`src/rtl/pba_pkg.sv`:
```
// Shared types and constants for the page bitmap allocator.
package pba_pkg;

	// The page map is stored and scanned one word at a time.
	localparam int WORD_BITS = 32;
	localparam int BIT_W     = 5;
	// Width of page counts and page indexes derived from the 23-bit size and 32-bit address.
	localparam int PG_W      = 24;

	typedef enum logic [0:0] {
		OP_ALLOC = 1'b0,
		OP_FREE  = 1'b1
	} opcode_t;

	typedef enum logic [1:0] {
		ST_OK    = 2'd0,
		ST_ZERO  = 2'd1,
		ST_NORUN = 2'd2,
		ST_RANGE = 2'd3
	} status_t;

	// One request beat.
	typedef struct packed {
		opcode_t     opcode;
		logic [22:0] size_bytes;
		logic [31:0] address;
	} req_t;

	// One response beat.
	typedef struct packed {
		logic [31:0] result_address;
		status_t     status;
	} rsp_t;

	// Bit bounds of the page span that falls inside the current word.
	typedef struct packed {
		logic [BIT_W-1:0] lo_bit;
		logic [BIT_W-1:0] hi_bit;
	} span_t;

	// First position in the word where a long enough free run ends.
	typedef struct packed {
		logic             hit;
		logic [BIT_W-1:0] pos;
	} hit_t;

endpackage

```
`src/rtl/pba_map_ram.sv`:
```
// Page map storage: one write port and one registered read port.
module pba_map_ram import pba_pkg::*; #(
	parameter int DEPTH = 32,
	parameter int AW    = 5
) (
	input  logic                 clk,
	input  logic                 we,
	input  logic [AW-1:0]        waddr,
	input  logic [WORD_BITS-1:0] wdata,
	input  logic                 re,
	input  logic [AW-1:0]        raddr,
	output logic [WORD_BITS-1:0] rdata
);

	logic [WORD_BITS-1:0] mem_q [DEPTH];
	logic [WORD_BITS-1:0] rdata_q;

	// Write and read in the same clocked block; read data is registered and appears in the cycle after the read.
	always_ff @(posedge clk) begin
		if (we) begin
			mem_q[waddr] <= wdata;
		end
		if (re) begin
			rdata_q <= mem_q[raddr];
		end
	end

	assign rdata = rdata_q;

endmodule

```
`src/rtl/pba_word_unit.sv`:
```
// Shared word evaluator: free-run detection for the scan and span masks for updates.
module pba_word_unit import pba_pkg::*; #(
	parameter int RW = 11
) (
	input  logic [WORD_BITS-1:0] used,
	input  logic [WORD_BITS-1:0] present,
	input  logic [RW-1:0]        carry_in,
	input  logic [RW-1:0]        need,
	input  span_t                span,
	output hit_t                 hit,
	output logic [RW-1:0]        carry_out,
	output logic [WORD_BITS-1:0] span_mask
);

	logic [WORD_BITS-1:0] all_v;
	logic [BIT_W:0]       len_v [WORD_BITS];
	logic [RW-1:0]        run_v [WORD_BITS];
	logic [WORD_BITS-1:0] hit_v;
	logic [WORD_BITS-1:0] first_v;
	logic [BIT_W-1:0]     pos_v;

	// Prefix scan of free-run length ending at each bit, in log2(WORD_BITS) levels.
	// A segment that is entirely free extends the run of the segment below it.
	always_comb begin
		all_v = present & ~used;
		for (int j = 0; j < WORD_BITS; j++) begin
			len_v[j] = (BIT_W+1)'(all_v[j]);
		end
		for (int d = 1; d < WORD_BITS; d = d * 2) begin
			for (int j = WORD_BITS - 1; j >= d; j--) begin
				if (all_v[j]) begin
					len_v[j] = len_v[j] + len_v[j-d];
					all_v[j] = all_v[j-d];
				end
			end
		end
		for (int j = 0; j < WORD_BITS; j++) begin
			run_v[j] = all_v[j] ? carry_in + RW'(len_v[j]) : RW'(len_v[j]);
			hit_v[j] = (run_v[j] >= need);
		end
	end

	// Lowest hit position: isolate the lowest set bit, then encode it.
	always_comb begin
		first_v = hit_v & (~hit_v + WORD_BITS'(1));
		pos_v   = '0;
		for (int b = 0; b < BIT_W; b++) begin
			for (int j = 0; j < WORD_BITS; j++) begin
				if (first_v[j] && ((j >> b) % 2 == 1)) begin
					pos_v[b] = 1'b1;
				end
			end
		end
	end

	assign hit.hit   = |hit_v;
	assign hit.pos   = pos_v;
	assign carry_out = run_v[WORD_BITS-1];

	// Mask of bits lo_bit through hi_bit inclusive.
	assign span_mask = ({WORD_BITS{1'b1}} << span.lo_bit) & ({WORD_BITS{1'b1}} >> ~span.hi_bit);

endmodule

```
`src/rtl/page_bitmap_allocator_core.sv`:
```
// Page bitmap allocator core: first-fit contiguous page allocation over a one-bit-per-page map.
//
// The map holds one bit per page in 32-bit words and is walked one word per cycle through a
// single memory port, so the word count sets the timing. After reset a clearing pass writes
// every word to zero, during which no request is taken. An allocate prepares, scans the words
// up to the word where the first fitting run ends, locates the run and then rewrites the words
// that run spans. A rejected allocate (zero size, too large, or no run) ends after the
// preparation or the full scan. A free prepares and then rewrites the words its page range
// spans inside the map.
// One request is in flight at a time; a finished response may wait in the output register
// while the next request is accepted.
module page_bitmap_allocator_core import pba_pkg::*; #(
	parameter int MAP_PAGES       = 1024,
	parameter int PAGE_SHIFT_BITS = 12
) (
	input  logic        clk,
	input  logic        arst_n,
	input  logic        cfg_we,
	input  logic [31:0] cfg_wdata,
	input  logic        req_valid,
	output logic        req_stall,
	input  req_t        req,
	output logic        rsp_valid,
	input  logic        rsp_stall,
	output rsp_t        rsp
);

	localparam int WORDS     = (MAP_PAGES + WORD_BITS - 1) / WORD_BITS;
	localparam int WA_W      = (WORDS > 1) ? $clog2(WORDS) : 1;
	localparam int RW        = WA_W + BIT_W + 1;
	localparam int LAST_BITS = MAP_PAGES - (WORDS - 1) * WORD_BITS;
	localparam logic [WORD_BITS-1:0] LAST_MASK = {WORD_BITS{1'b1}} >> (WORD_BITS - LAST_BITS);
	localparam logic [PG_W-1:0] PAGE_ROUND = PG_W'((1 << PAGE_SHIFT_BITS) - 1);
	localparam logic [PG_W-1:0] MAP_PG     = PG_W'(MAP_PAGES);
	localparam logic [PG_W:0]   MAP_END    = (PG_W+1)'(MAP_PAGES);
	localparam logic [RW-1:0]   MAP_RW     = RW'(MAP_PAGES);
	localparam logic [WA_W-1:0] LAST_WORD  = WA_W'(WORDS - 1);

	typedef enum logic [2:0] {
		S_CLEAR,
		S_IDLE,
		S_PREP1,
		S_PREP2,
		S_SCAN,
		S_LOCATE,
		S_UPDATE,
		S_FIN
	} state_t;

	state_t            state_q;
	req_t              req_q;
	logic [31:0]       base_q;
	logic [PG_W-1:0]   pages_q;
	logic [PG_W-1:0]   first_q;
	logic [RW-1:0]     need_q;
	logic [RW-1:0]     carry_q;
	logic [WA_W-1:0]   ra_q;
	logic              ra_done_q;
	logic              rv_s1;
	logic [WA_W-1:0]   wa_s1;
	logic [RW-1:0]     lo_q;
	logic [RW-1:0]     hi_m1_q;
	status_t           status_q;
	logic              addr_ok_q;
	rsp_t              rsp_q;
	logic              rsp_valid_q;

	logic                 rd_en;
	logic                 ram_we;
	logic [WA_W-1:0]      ram_waddr;
	logic [WORD_BITS-1:0] ram_wdata;
	logic [WORD_BITS-1:0] rd_data;
	logic [WORD_BITS-1:0] present;
	logic [WORD_BITS-1:0] span_mask;
	logic [WA_W-1:0]      lo_w;
	logic [WA_W-1:0]      hi_w;
	logic [WA_W-1:0]      ra_last;
	span_t                span;
	hit_t                 hit;
	logic [RW-1:0]        carry_out;
	logic [RW-1:0]        hit_end;
	logic [RW-1:0]        lo_next;
	logic [PG_W:0]        end_full;
	logic [RW-1:0]        hi_clamp;

	// Base address register; the user must write it only while the block is idle, the block does not enforce this.
	always_ff @(posedge clk or negedge arst_n) begin
		if (!arst_n) begin
			base_q <= '0;
		end else if (cfg_we) begin
			base_q <= cfg_wdata;
		end
	end

	// Word addresses of the first and last page of the span being updated.
	assign lo_w    = lo_q[BIT_W+WA_W-1:BIT_W];
	assign hi_w    = hi_m1_q[BIT_W+WA_W-1:BIT_W];
	assign ra_last = (state_q == S_SCAN) ? LAST_WORD : hi_w;

	// Map port control: reads stream one word per cycle, each word is written back in the cycle after its read.
	assign rd_en     = (state_q == S_SCAN || state_q == S_UPDATE) && !ra_done_q;
	assign ram_we    = (state_q == S_CLEAR) || (state_q == S_UPDATE && rv_s1);
	assign ram_waddr = (state_q == S_CLEAR) ? ra_q : wa_s1;
	always_comb begin
		if (state_q == S_CLEAR) begin
			ram_wdata = '0;
		end else if (req_q.opcode == OP_ALLOC) begin
			ram_wdata = rd_data | span_mask;
		end else begin
			ram_wdata = rd_data & ~span_mask;
		end
	end

	pba_map_ram #(
		.DEPTH (WORDS),
		.AW    (WA_W)
	) u_map (
		.clk   (clk),
		.we    (ram_we),
		.waddr (ram_waddr),
		.wdata (ram_wdata),
		.re    (rd_en),
		.raddr (ra_q),
		.rdata (rd_data)
	);

	// Inputs of the shared word evaluator for the word now returned from the map.
	assign present     = (wa_s1 == LAST_WORD) ? LAST_MASK : {WORD_BITS{1'b1}};
	assign span.lo_bit = (wa_s1 == lo_w) ? lo_q[BIT_W-1:0] : '0;
	assign span.hi_bit = (wa_s1 == hi_w) ? hi_m1_q[BIT_W-1:0] : '1;

	pba_word_unit #(
		.RW (RW)
	) u_unit (
		.used      (rd_data),
		.present   (present),
		.carry_in  (carry_q),
		.need      (need_q),
		.span      (span),
		.hit       (hit),
		.carry_out (carry_out),
		.span_mask (span_mask)
	);

	// Index arithmetic for locating a run and clamping a free range to the map.
	assign hit_end  = {1'b0, wa_s1, hit.pos};
	assign lo_next  = hi_m1_q + RW'(1) - need_q;
	assign end_full = {1'b0, first_q} + {1'b0, pages_q};
	assign hi_clamp = (end_full >= MAP_END) ? MAP_RW : RW'(end_full);

	assign req_stall = (state_q != S_IDLE);

	// Sequencer with its registered outputs.
	always_ff @(posedge clk or negedge arst_n) begin
		if (!arst_n) begin
			state_q     <= S_CLEAR;
			req_q       <= '0;
			pages_q     <= '0;
			first_q     <= '0;
			need_q      <= '0;
			carry_q     <= '0;
			ra_q        <= '0;
			ra_done_q   <= 1'b0;
			rv_s1       <= 1'b0;
			wa_s1       <= '0;
			lo_q        <= '0;
			hi_m1_q     <= '0;
			status_q    <= ST_OK;
			addr_ok_q   <= 1'b0;
			rsp_q       <= '0;
			rsp_valid_q <= 1'b0;
		end else begin
			rv_s1 <= rd_en;
			wa_s1 <= ra_q;
			if (rd_en) begin
				ra_q      <= ra_q + WA_W'(1);
				ra_done_q <= (ra_q == ra_last);
			end
			if (rsp_valid_q && !rsp_stall && state_q != S_FIN) begin
				rsp_valid_q <= 1'b0;
			end

			unique case (state_q)
				S_CLEAR: begin
					ra_q <= ra_q + WA_W'(1);
					if (ra_q == LAST_WORD) begin
						state_q <= S_IDLE;
					end
				end
				S_IDLE: begin
					if (req_valid) begin
						req_q   <= req;
						state_q <= S_PREP1;
					end
				end
				// Page count and, for a free, the first page index.
				S_PREP1: begin
					if (req_q.opcode == OP_ALLOC) begin
						pages_q <= ({1'b0, req_q.size_bytes} + PAGE_ROUND) >> PAGE_SHIFT_BITS;
					end else begin
						pages_q <= PG_W'(req_q.size_bytes >> PAGE_SHIFT_BITS);
					end
					first_q <= PG_W'((req_q.address - base_q) >> PAGE_SHIFT_BITS);
					state_q <= S_PREP2;
				end
				// Reject or set up the scan (allocate) or the clear span (free).
				S_PREP2: begin
					status_q  <= ST_OK;
					addr_ok_q <= 1'b0;
					carry_q   <= '0;
					ra_done_q <= 1'b0;
					if (req_q.opcode == OP_ALLOC) begin
						ra_q <= '0;
						if (pages_q == '0) begin
							status_q <= ST_ZERO;
							state_q  <= S_FIN;
						end else if (pages_q > MAP_PG) begin
							status_q <= ST_NORUN;
							state_q  <= S_FIN;
						end else begin
							need_q  <= RW'(pages_q);
							state_q <= S_SCAN;
						end
					end else begin
						if (pages_q != '0 && end_full > MAP_END) begin
							status_q <= ST_RANGE;
						end
						lo_q    <= RW'(first_q);
						hi_m1_q <= hi_clamp - RW'(1);
						ra_q    <= first_q[BIT_W+WA_W-1:BIT_W];
						if (pages_q != '0 && first_q < MAP_PG) begin
							state_q <= S_UPDATE;
						end else begin
							state_q <= S_FIN;
						end
					end
				end
				// First-fit scan, carrying the free run across word boundaries.
				S_SCAN: begin
					if (rv_s1) begin
						carry_q <= carry_out;
						if (hit.hit) begin
							hi_m1_q <= hit_end;
							state_q <= S_LOCATE;
						end else if (wa_s1 == LAST_WORD) begin
							status_q <= ST_NORUN;
							state_q  <= S_FIN;
						end
					end
				end
				S_LOCATE: begin
					lo_q      <= lo_next;
					ra_q      <= lo_next[BIT_W+WA_W-1:BIT_W];
					ra_done_q <= 1'b0;
					state_q   <= S_UPDATE;
				end
				// Read-modify-write of every word that the span touches.
				S_UPDATE: begin
					if (rv_s1 && wa_s1 == hi_w) begin
						addr_ok_q <= (req_q.opcode == OP_ALLOC);
						state_q   <= S_FIN;
					end
				end
				S_FIN: begin
					if (!rsp_valid_q || !rsp_stall) begin
						rsp_q.result_address <= addr_ok_q ?
							base_q + (32'(lo_q) << PAGE_SHIFT_BITS) : '0;
						rsp_q.status <= status_q;
						rsp_valid_q  <= 1'b1;
						state_q      <= S_IDLE;
					end
				end
				default: begin
					state_q <= S_IDLE;
				end
			endcase
		end
	end

	assign rsp_valid = rsp_valid_q;
	assign rsp       = rsp_q;

	// The write-back of one word never collides with the read of the next.
	assert property (@(posedge clk) disable iff (!arst_n)
		(ram_we && rd_en) |-> (ram_waddr != ra_q))
		else $error("map write and read hit the same word");

	// A scan always looks for a run that can fit in the map.
	assert property (@(posedge clk) disable iff (!arst_n)
		(state_q == S_SCAN) |-> (need_q != '0 && need_q <= MAP_RW))
		else $error("scan run length out of bounds");

	// An update span is ordered and lies inside the map.
	assert property (@(posedge clk) disable iff (!arst_n)
		(state_q == S_UPDATE) |-> (lo_q <= hi_m1_q && hi_m1_q < MAP_RW))
		else $error("update span outside the map");

	// Only a successful allocate may report a nonzero address.
	assert property (@(posedge clk) disable iff (!arst_n)
		(rsp_valid && rsp.status != ST_OK) |-> (rsp.result_address == '0))
		else $error("failed request reports an address");

endmodule
```
`config.mk`:
```
export PLATFORM = sky130hd
export DESIGN_NAME = page_bitmap_allocator_core
export DESIGN_NICKNAME = d
export VERILOG_FILES = /design/src/rtl/pba_pkg.sv /design/src/rtl/pba_map_ram.sv /design/src/rtl/pba_word_unit.sv /design/src/rtl/page_bitmap_allocator_core.sv
export SDC_FILE = /design/constraint.sdc
export NUM_CORES = 2
export LEC_CHECK = 0
export BUFFER_PORTS_ARGS = -buffer_cell sky130_fd_sc_hd__buf_2
export CAP_MARGIN = 20
export CORE_ASPECT_RATIO = 0.6
export CORE_MARGIN = 3
export CORE_UTILIZATION = 60
export DETAILED_ROUTE_END_ITERATION = 8
export GPL_TIMING_DRIVEN = 0
export HOLD_SLACK_MARGIN = 0.08
export PLACE_DENSITY_LB_ADDON = 0.1
export SYNTH_ARGS = -nofsm -noshare
export SYNTH_HDL_FRONTEND = slang
export SYNTH_SLANG_ARGS = --single-unit
export TNS_END_PERCENT = 20
```
`constraint.sdc`:
```
create_clock -name clk -period 10.3 [get_ports clk]
set_input_delay 1.545 -clock clk [delete_from_list [all_inputs] [get_ports clk]]
set_output_delay 1.545 -clock clk [all_outputs]
set_load 0.1 [all_outputs]
```
After elaboration in Yosys (flattened, before gate mapping)
Memories as Yosys holds them, arrays and structs flattened. A register that Yosys moved wholly into a read port is not among the register bits.
Cells that the tools add are included.
{"block": "classes", "add_sub_neg": 170, "magnitude_cmp": 36, "n_eq_ne": 24, "n_shift": 2, "mux": 419, "n_bitwise": 11, "n_reduce_logical": 32}
{"cell": "6-bit two-way mux", "count": 129}
{"cell": "6-bit adder", "count": 94}
{"cell": "11-bit two-way mux", "count": 38}
{"cell": "11-bit >= comparator", "count": 32}
{"cell": "11-bit by 6-bit adder with 11-bit output", "count": 31}
{"cell": "1-bit two-way mux", "count": 218}
{"cell": "32-bit bitwise AND", "count": 3}
{"cell": "32-bit two-way mux", "count": 3}
{"cell": "32-bit inverter", "count": 3}
{"cell": "11-bit one-hot mux with 2 select lines", "count": 3}
{"cell": "1-bit by 1-bit adder with 2-bit output", "count": 31}
{"cell": "32-bit by 1-bit adder with 32-bit output, second input constant", "count": 1}
{"cell": "32-bit by 23-bit adder with 32-bit output", "count": 1}
{"cell": "32-bit OR", "count": 1}
{"cell": "32-bit OR reduction", "count": 1}
{"cell": "32-bit by 5-bit << shifter with 32-bit output, first input constant", "count": 1}
{"cell": "32-bit by 5-bit >> shifter with 32-bit output, first input constant", "count": 1}
{"cell": "32-bit subtractor", "count": 1}
{"cell": "5-bit two-way mux", "count": 6}
{"cell": "20-bit by 24-bit adder with 25-bit output", "count": 1}
{"cell": "25-bit by 11-bit >= comparator with 1-bit output, second input constant", "count": 1}
{"cell": "25-bit by 11-bit greater-than comparator with 1-bit output, second input constant", "count": 1}
{"cell": "23-bit by 12-bit adder with 24-bit output, second input constant", "count": 1}
{"cell": "6-bit by 1-bit adder with 6-bit output", "count": 4}
{"cell": "other kinds (38)", "count": 88}
{"block": "totals", "ff_bits": 229, "ramBits": 1024, "elab_cells": 715, "n_memories": 1}
{"memory": "u_map.mem_q", "words": 32, "width": 32, "rd": 1, "rd_ports_with_merged_regs": 1, "write_ports": 1, "line_no": "pba_map_ram.sv:15", "text": "logic [WORD_BITS-1:0] mem_q [DEPTH];"}

Longest topological paths before layout
{"block": "depth", "ltp_word": 36, "ltp_mapped": 40, "depth_no_buf": 39}

Cells and area by module
From an unflattened synthesis, not the netlist that was laid out.
{"block": "unflattened", "hier_cells": 7928, "area_unflattened_um2": 85373.1}
{"mod": "pba_map_ram", "instances": 1, "cells_per_inst": 2260, "area_per_inst_um2": 40810.4, "seq_area_each_um2": 31710.4}
{"mod": "pba_word_unit", "instances": 1, "cells_per_inst": 4285, "area_per_inst_um2": 31687.9, "seq_area_each_um2": 0.0}
{"mod": "page_bitmap_allocator_core", "instances": 1, "cells_per_inst": 1383, "area_per_inst_um2": 12874.8, "seq_area_each_um2": 5430.2}

Worst setup path before layout
OpenSTA, ideal clock, no wires.
{"block": "synth_path", "kind": "register -> register", "from": "reg u_map.rdata_q[0] (netlist: u_map.rdata[0]) (read register of u_map.mem_q)", "to": "reg hi_m1_q[2]", "t_arrival_ns": 8.505, "required_ns": 10.177, "setup_slack_ns": 1.672, "stages_incl_launch_ff": 36, "n_path_buf": 3, "period_less_slack_ns": 8.628, "cell_sequence": "edfxtp_1 -> clkbuf_1 -> or2_2 -> clkbuf_1 -> clkbuf_1 -> fa_1 -> nor2_1 -> fa_1 -> nor2_1 -> a211oi_1 -> fa_1 -> mux2i_1 -> inv_1 -> fa_1 -> mux2i_1 -> inv_1 -> ha_1 -> a21o_1 -> a21oi_1 -> o21bai_1 -> a21oi_1 -> nor2b_1 -> nor2_1 -> nor2_1 -> xnor2_1 -> nor2_1 -> ha_1 -> or4_1 -> a221oi_1 -> o21ai_0 -> o22a_1 -> nor2_1 -> and3_1 -> nor2_1 -> or3_1 -> o221a_2"}
{"block": "synth_via", "elab_chain_len": 30, "elab_cells_between_ends": 215, "classes_between": "add/sub (64); order compare (32); eq/ne (1); mux (113); bitwise (3); reduce/logical (2)"}
{"element": "from (decl)", "line_no": "pba_map_ram.sv:16", "text": "logic [WORD_BITS-1:0] rdata_q;"}
{"element": "32-bit inverter *", "line_no": "pba_word_unit.sv:25", "text": "all_v = present & ~used;"}
{"element": "branches (longest 29 deep; another with 11-bit by 6-bit adder with 11-bit output)"}
{"element": "to (signal assigned)", "line_no": "page_bitmap_allocator_core.sv:229", "text": "hi_m1_q <= hi_clamp - RW'(1);"}
{"element": "to (signal assigned)", "line_no": "page_bitmap_allocator_core.sv:243", "text": "hi_m1_q <= hit_end;"}
{"element": "to (decl)", "line_no": "page_bitmap_allocator_core.sv:62", "text": "logic [RW-1:0] hi_m1_q;"}
Every way passes the cells marked *. The select of a mux whose other input is x is not followed.
A chain may end at the register's enable or synchronous reset.

Worst setup path after layout
{"block": "layout_path", "from": "reg u_map.rdata_q[1] (netlist: u_map.rdata[1]) (read register of u_map.mem_q)", "to": "reg status_q[0]"}
{"block": "layout_via", "elab_chain_len": 17, "elab_cells_between_ends": 202, "classes_between": "add/sub (66); order compare (31); eq/ne (1); mux (101); bitwise (1); reduce/logical (2)"}
{"element": "32-bit inverter *", "line_no": "pba_word_unit.sv:25"}
{"element": "1-bit by 1-bit adder with 2-bit output", "line_no": "pba_word_unit.sv:32", "text": "len_v[j] = len_v[j] + len_v[j-d];"}
{"element": "6-bit two-way mux", "line_no": "pba_word_unit.sv:31", "text": "if (all_v[j]) begin"}
{"element": "6-bit adder / 6-bit by 1-bit adder with 6-bit output (equally long branches)", "line_no": "pba_word_unit.sv:32"}
{"element": "6-bit two-way mux", "line_no": "pba_word_unit.sv:31"}
{"element": "6-bit adder / 6-bit by 1-bit adder with 6-bit output (equally long branches)", "line_no": "pba_word_unit.sv:32"}
{"element": "6-bit two-way mux", "line_no": "pba_word_unit.sv:31"}
{"element": "6-bit adder / 6-bit by 1-bit adder with 6-bit output (equally long branches)", "line_no": "pba_word_unit.sv:32"}
{"element": "6-bit two-way mux", "line_no": "pba_word_unit.sv:31"}
{"element": "6-bit by 1-bit adder with 6-bit output / 6-bit adder (equally long branches)", "line_no": "pba_word_unit.sv:32"}
{"element": "6-bit two-way mux", "line_no": "pba_word_unit.sv:31"}
{"element": "11-bit by 6-bit adder with 11-bit output", "line_no": "pba_word_unit.sv:38", "text": "run_v[j] = all_v[j] ? carry_in + RW'(len_v[j]) : RW'(len_v[j]);"}
{"element": "11-bit two-way mux", "line_no": "pba_word_unit.sv:38"}
{"element": "11-bit >= comparator", "line_no": "pba_word_unit.sv:39", "text": "hit_v[j] = (run_v[j] >= need);"}
{"element": "32-bit OR reduction *", "line_no": "pba_word_unit.sv:56", "text": "assign hit.hit = |hit_v;"}
{"element": "2-bit inequality test (no line) *"}
{"element": "4-bit AND reduction (no line) *"}
{"element": "to (signal assigned)", "line_no": "page_bitmap_allocator_core.sv:168", "text": "status_q <= ST_OK;"}
{"element": "to (signal assigned)", "line_no": "page_bitmap_allocator_core.sv:208", "text": "status_q <= ST_OK;"}
{"element": "to (signal assigned)", "line_no": "page_bitmap_allocator_core.sv:215", "text": "status_q <= ST_ZERO;"}
{"element": "to (decl)", "line_no": "page_bitmap_allocator_core.sv:63", "text": "status_t status_q;"}
Every way passes the cells marked *; elsewhere a longest branch is shown, timed or not.

==> results.py <==
metrics = {
    "outcome": {
        "status": "complete, but fails checks",
        "violations": "DRC",
    },
    "critical_path": {
        "cp-end-kind": "register",
        "critPathMaxFanout": 11,
        "cp_common_cell": "nor2_1",
        "required_ps": 10860,
        "cpPeakStageDelay_ps": 780,
        "worstSetupPathType": "register to register",
        "cp.arrival_ps": 10570,
        "crit_slowest_cell": "edfxtp_1",
        "cp-start-kind": "register",
    },
    "global_route": {
        "grt_max_degree": 79,
        "antenna_found_initial": 11,
        "grt_first_pass_wirelength_um": 418000,
        "grt.overflow.total": 0,
        "grt_pass1_vias": 61300,
        "gr-usage-all-layers_pct": 40.1,
    },
    "final_layout": {
        "regArea_um2": 37100,
        "syn_to_final_growth_pct": 11.8,
        "final_cell_mix": "1056 x edfxtp_1, 850 x ha_1, 564 x nand2_1",
        "final_common_cell": "edfxtp_1",
        "final_layout_size_suffix_gt1_share_pct": 15.1,
        "num-fill-cells": 9893,
        "multi_input_area_um2": 44900,
        "final_nets": 8579,
        "fin_util_pct": 68.0,
        "design_area_um2": 93400,
    },
    "drt": {
        "wl_um": 294000,
        "vias_per_cell": 6.90,
        "drc": 22,
        "ant_nets": 0,
        "drt-pass1-iter-count": 9,
        "routedWlPerCell_um": 31.2,
        "vias": 64900,
        "drtIter0Drc": 10300,
    },
    "sta": {
        "relSlewSlack_pct": 7.31,
        "fmax_ghz": 0.0998,
        "finalCritPeriodShare_pct": 97.3,
        "finalSetupViolCount": 0,
        "report.final.slew_viol_count": 0,
        "worstMarginPinSlew_ps": 1390,
        "min_period_ps": 10020,
        "setup_ws_ps": 282,
        "hold_viol": 0,
        "clock_skew_ps": 32.3,
        "whs_ps": 385,
    },
    "clock_tree": {
        "cts_buffer_depth": 3,
        "clock-root-buffer": "clkbuf_16",
        "cts_sinks": 1273,
        "cts_tree": "built",
        "holdBufCountCts": 0,
        "clock_latency_ps": 730,
        "numCtsBuffers": 106,
        "clkTransAtPathRegs_ps": 70,
        "cts_htree_levels": 3,
    },
    "logic_synthesis": {
        "ys_warn_count": 0,
        "syn_inst": 7095,
        "ys_ff_latch": 1273,
        "synthDistinctLibCells": 95,
        "yosysTopAreaCell": "edfxtp_1",
        "ys_top_cells_by_area": "edfxtp_1 38%, ha_1 13%, mux4_2 8.6%",
        "syn_avg_cell_area_um2": 11.8,
        "yosysSeqAreaShare_pct": 44.4,
        "syn_nets": 8166,
        "ys.flop_type": "edfxtp_1",
        "syn-cell-area_um2": 83600,
        "synth_edf_count": 1056,
        "yosysTopAreaCellShare_pct": 38.0,
        "async_reset_ff_share_pct": 17.0,
    },
    "power_and_ir_drop": {
        "p_total_uw": 27400,
        "power_density_nw_per_um2": 293,
        "p_leak_uw": 0.0374,
        "peakVddDrop_uv": 250,
    },
    "place": {
        "place_area_um2": 88900,
        "portBuffers": 127,
        "gp_congestion": 1.02,
        "place_ws_ps": -1620,
        "dpl.hpwl_um": 211000,
    },
    "floorplanning": {
        "ios": 129,
        "row_count": 105,
        "core_um2": 137000,
        "dieWidth_um": 488,
        "die-area_um2": 144000,
        "die_y_um": 295,
        "initial_core_util_pct": 60.8,
    },
    "hold_path": {
        "hold_class": "register to register",
    },
    "job": {
        "maxCapViolCount": 0,
    },
}
[synthesized netlist by cell type (all sizes together), types with 42 or more instances]
cell	count
o21bai	50
nand2	565
and2	42
inv	299
edfxtp	1056
mux2	175
o21ai	409
xor2	189
ha	850
mux4	320
xnor2	231
nor2	614
mux2i	91
nand2b	53
a21o	225
a211oi	47
o31ai	42
nand3	84
nor2b	105
dfrtp	217
clkbuf	221
fa	128
nor3	75
or3	88
a21oi	483
[per-stage QoR]
stage,setup TNS (ps),cells
2_1_floorplan,0,7095
3_3_place_gp,-27230,9041
3_5_place_dp,-20930,9153
4_1_cts,0,9356
5_1_grt,-48.4,9412
6_report,0,9415
[critical path: cells and delay by family, from the launching register on]
| kind | cells | cell delay [ps] |
|---|---|---|
| xor+xnor | 2 | 400 |
| buf+inv | 5 | 1200 |
| compound gates | 11 | 2010 |
| simple gates | 12 | 2990 |
| fa+ha+maj | 6 | 2170 |
| mux | 1 | 310 |
| flops | 1 | 780 |
[metal layers]
layer  part of all wire [%]  up-vias  routed length, um  track usage, %
li1                       -    27400                  -               -
met1                     39    31600             116000            58.4
met2                     39     5202             116000            54.0
met3                     18      761              52000            18.2
met4                    3.4        6              10100            10.8
met5                  0.075        -                219           0.258
[kinds of logic (layout without fill, tap and decap cells)]
logic type | Yosys count | in the layout | share of synthesized area, %
simple gates | 1773 | 1773 | 9.66
compound gates | 1497 | 1497 | 11.1
flops | 1273 | 1273 | 44.4
fa+ha+maj | 979 | 979 | 15.8
mux | 586 | 586 | 12.1
buf+inv | 567 | 1064 | 2.55
xor+xnor | 420 | 420 | 4.40
other cells | 0 | 4 | 0
[repair_timing]
| item | CTS | global route |
|---|---|---|
| pin swaps | 0 | 4 |
| gates resized for setup | 14 | 43 |
| setup buffers | 15 | 32 |
| setup endpoints to repair | 15 | 15 |
[final cells by class]
cell class,count,share of cell area [%]
antenna,4,0.0107
buffer,244,0.991
clock buffer,125,2.95
clock inverter,67,0.690
inverter,315,1.28
multi-input combinational,5255,48.1
sequential,1273,39.8
tap,1819,2.44
timing repair buffer,313,3.75
[sequential cells by signal, summed over array words and instances (netlist names), 12 cells and up]
| signal | cells |
|---|---|
| u_map.mem_q | 1024 |
| req_q | 56 |
| rsp | 34 |
| base_q | 32 |
| u_map.rdata | 32 |
| first_q | 20 |
| pages_q | 12 |
[where the power goes]
part | total [uW] | internal, uW | switching (uW) | leakage [uW]
Sequential | 7730 | 7160 | 568 | 0.0122
Combinational | 15500 | 5670 | 9860 | 0.0236
Clock | 4120 | 2180 | 1950 | 0.00164
[path summary, 6_finish.rpt]
kind | start | endpoint | depth (start not counted) | slack [ps]
min | ra_q[2] | wa_s1[2] | 0 | 390
max | u_map.rdata[1] | status_q[0] | 37 | 280
max in group asynchronous | arst_n | rsp[18] | 3 | 8330
min in group asynchronous | arst_n | req_q[40] | 1 | 780
min reg2reg | ra_q[2] | wa_s1[2] | 0 | 390
max reg2reg | u_map.rdata[1] | status_q[0] | 37 | 280
Power figures use the tool's default switching activity.
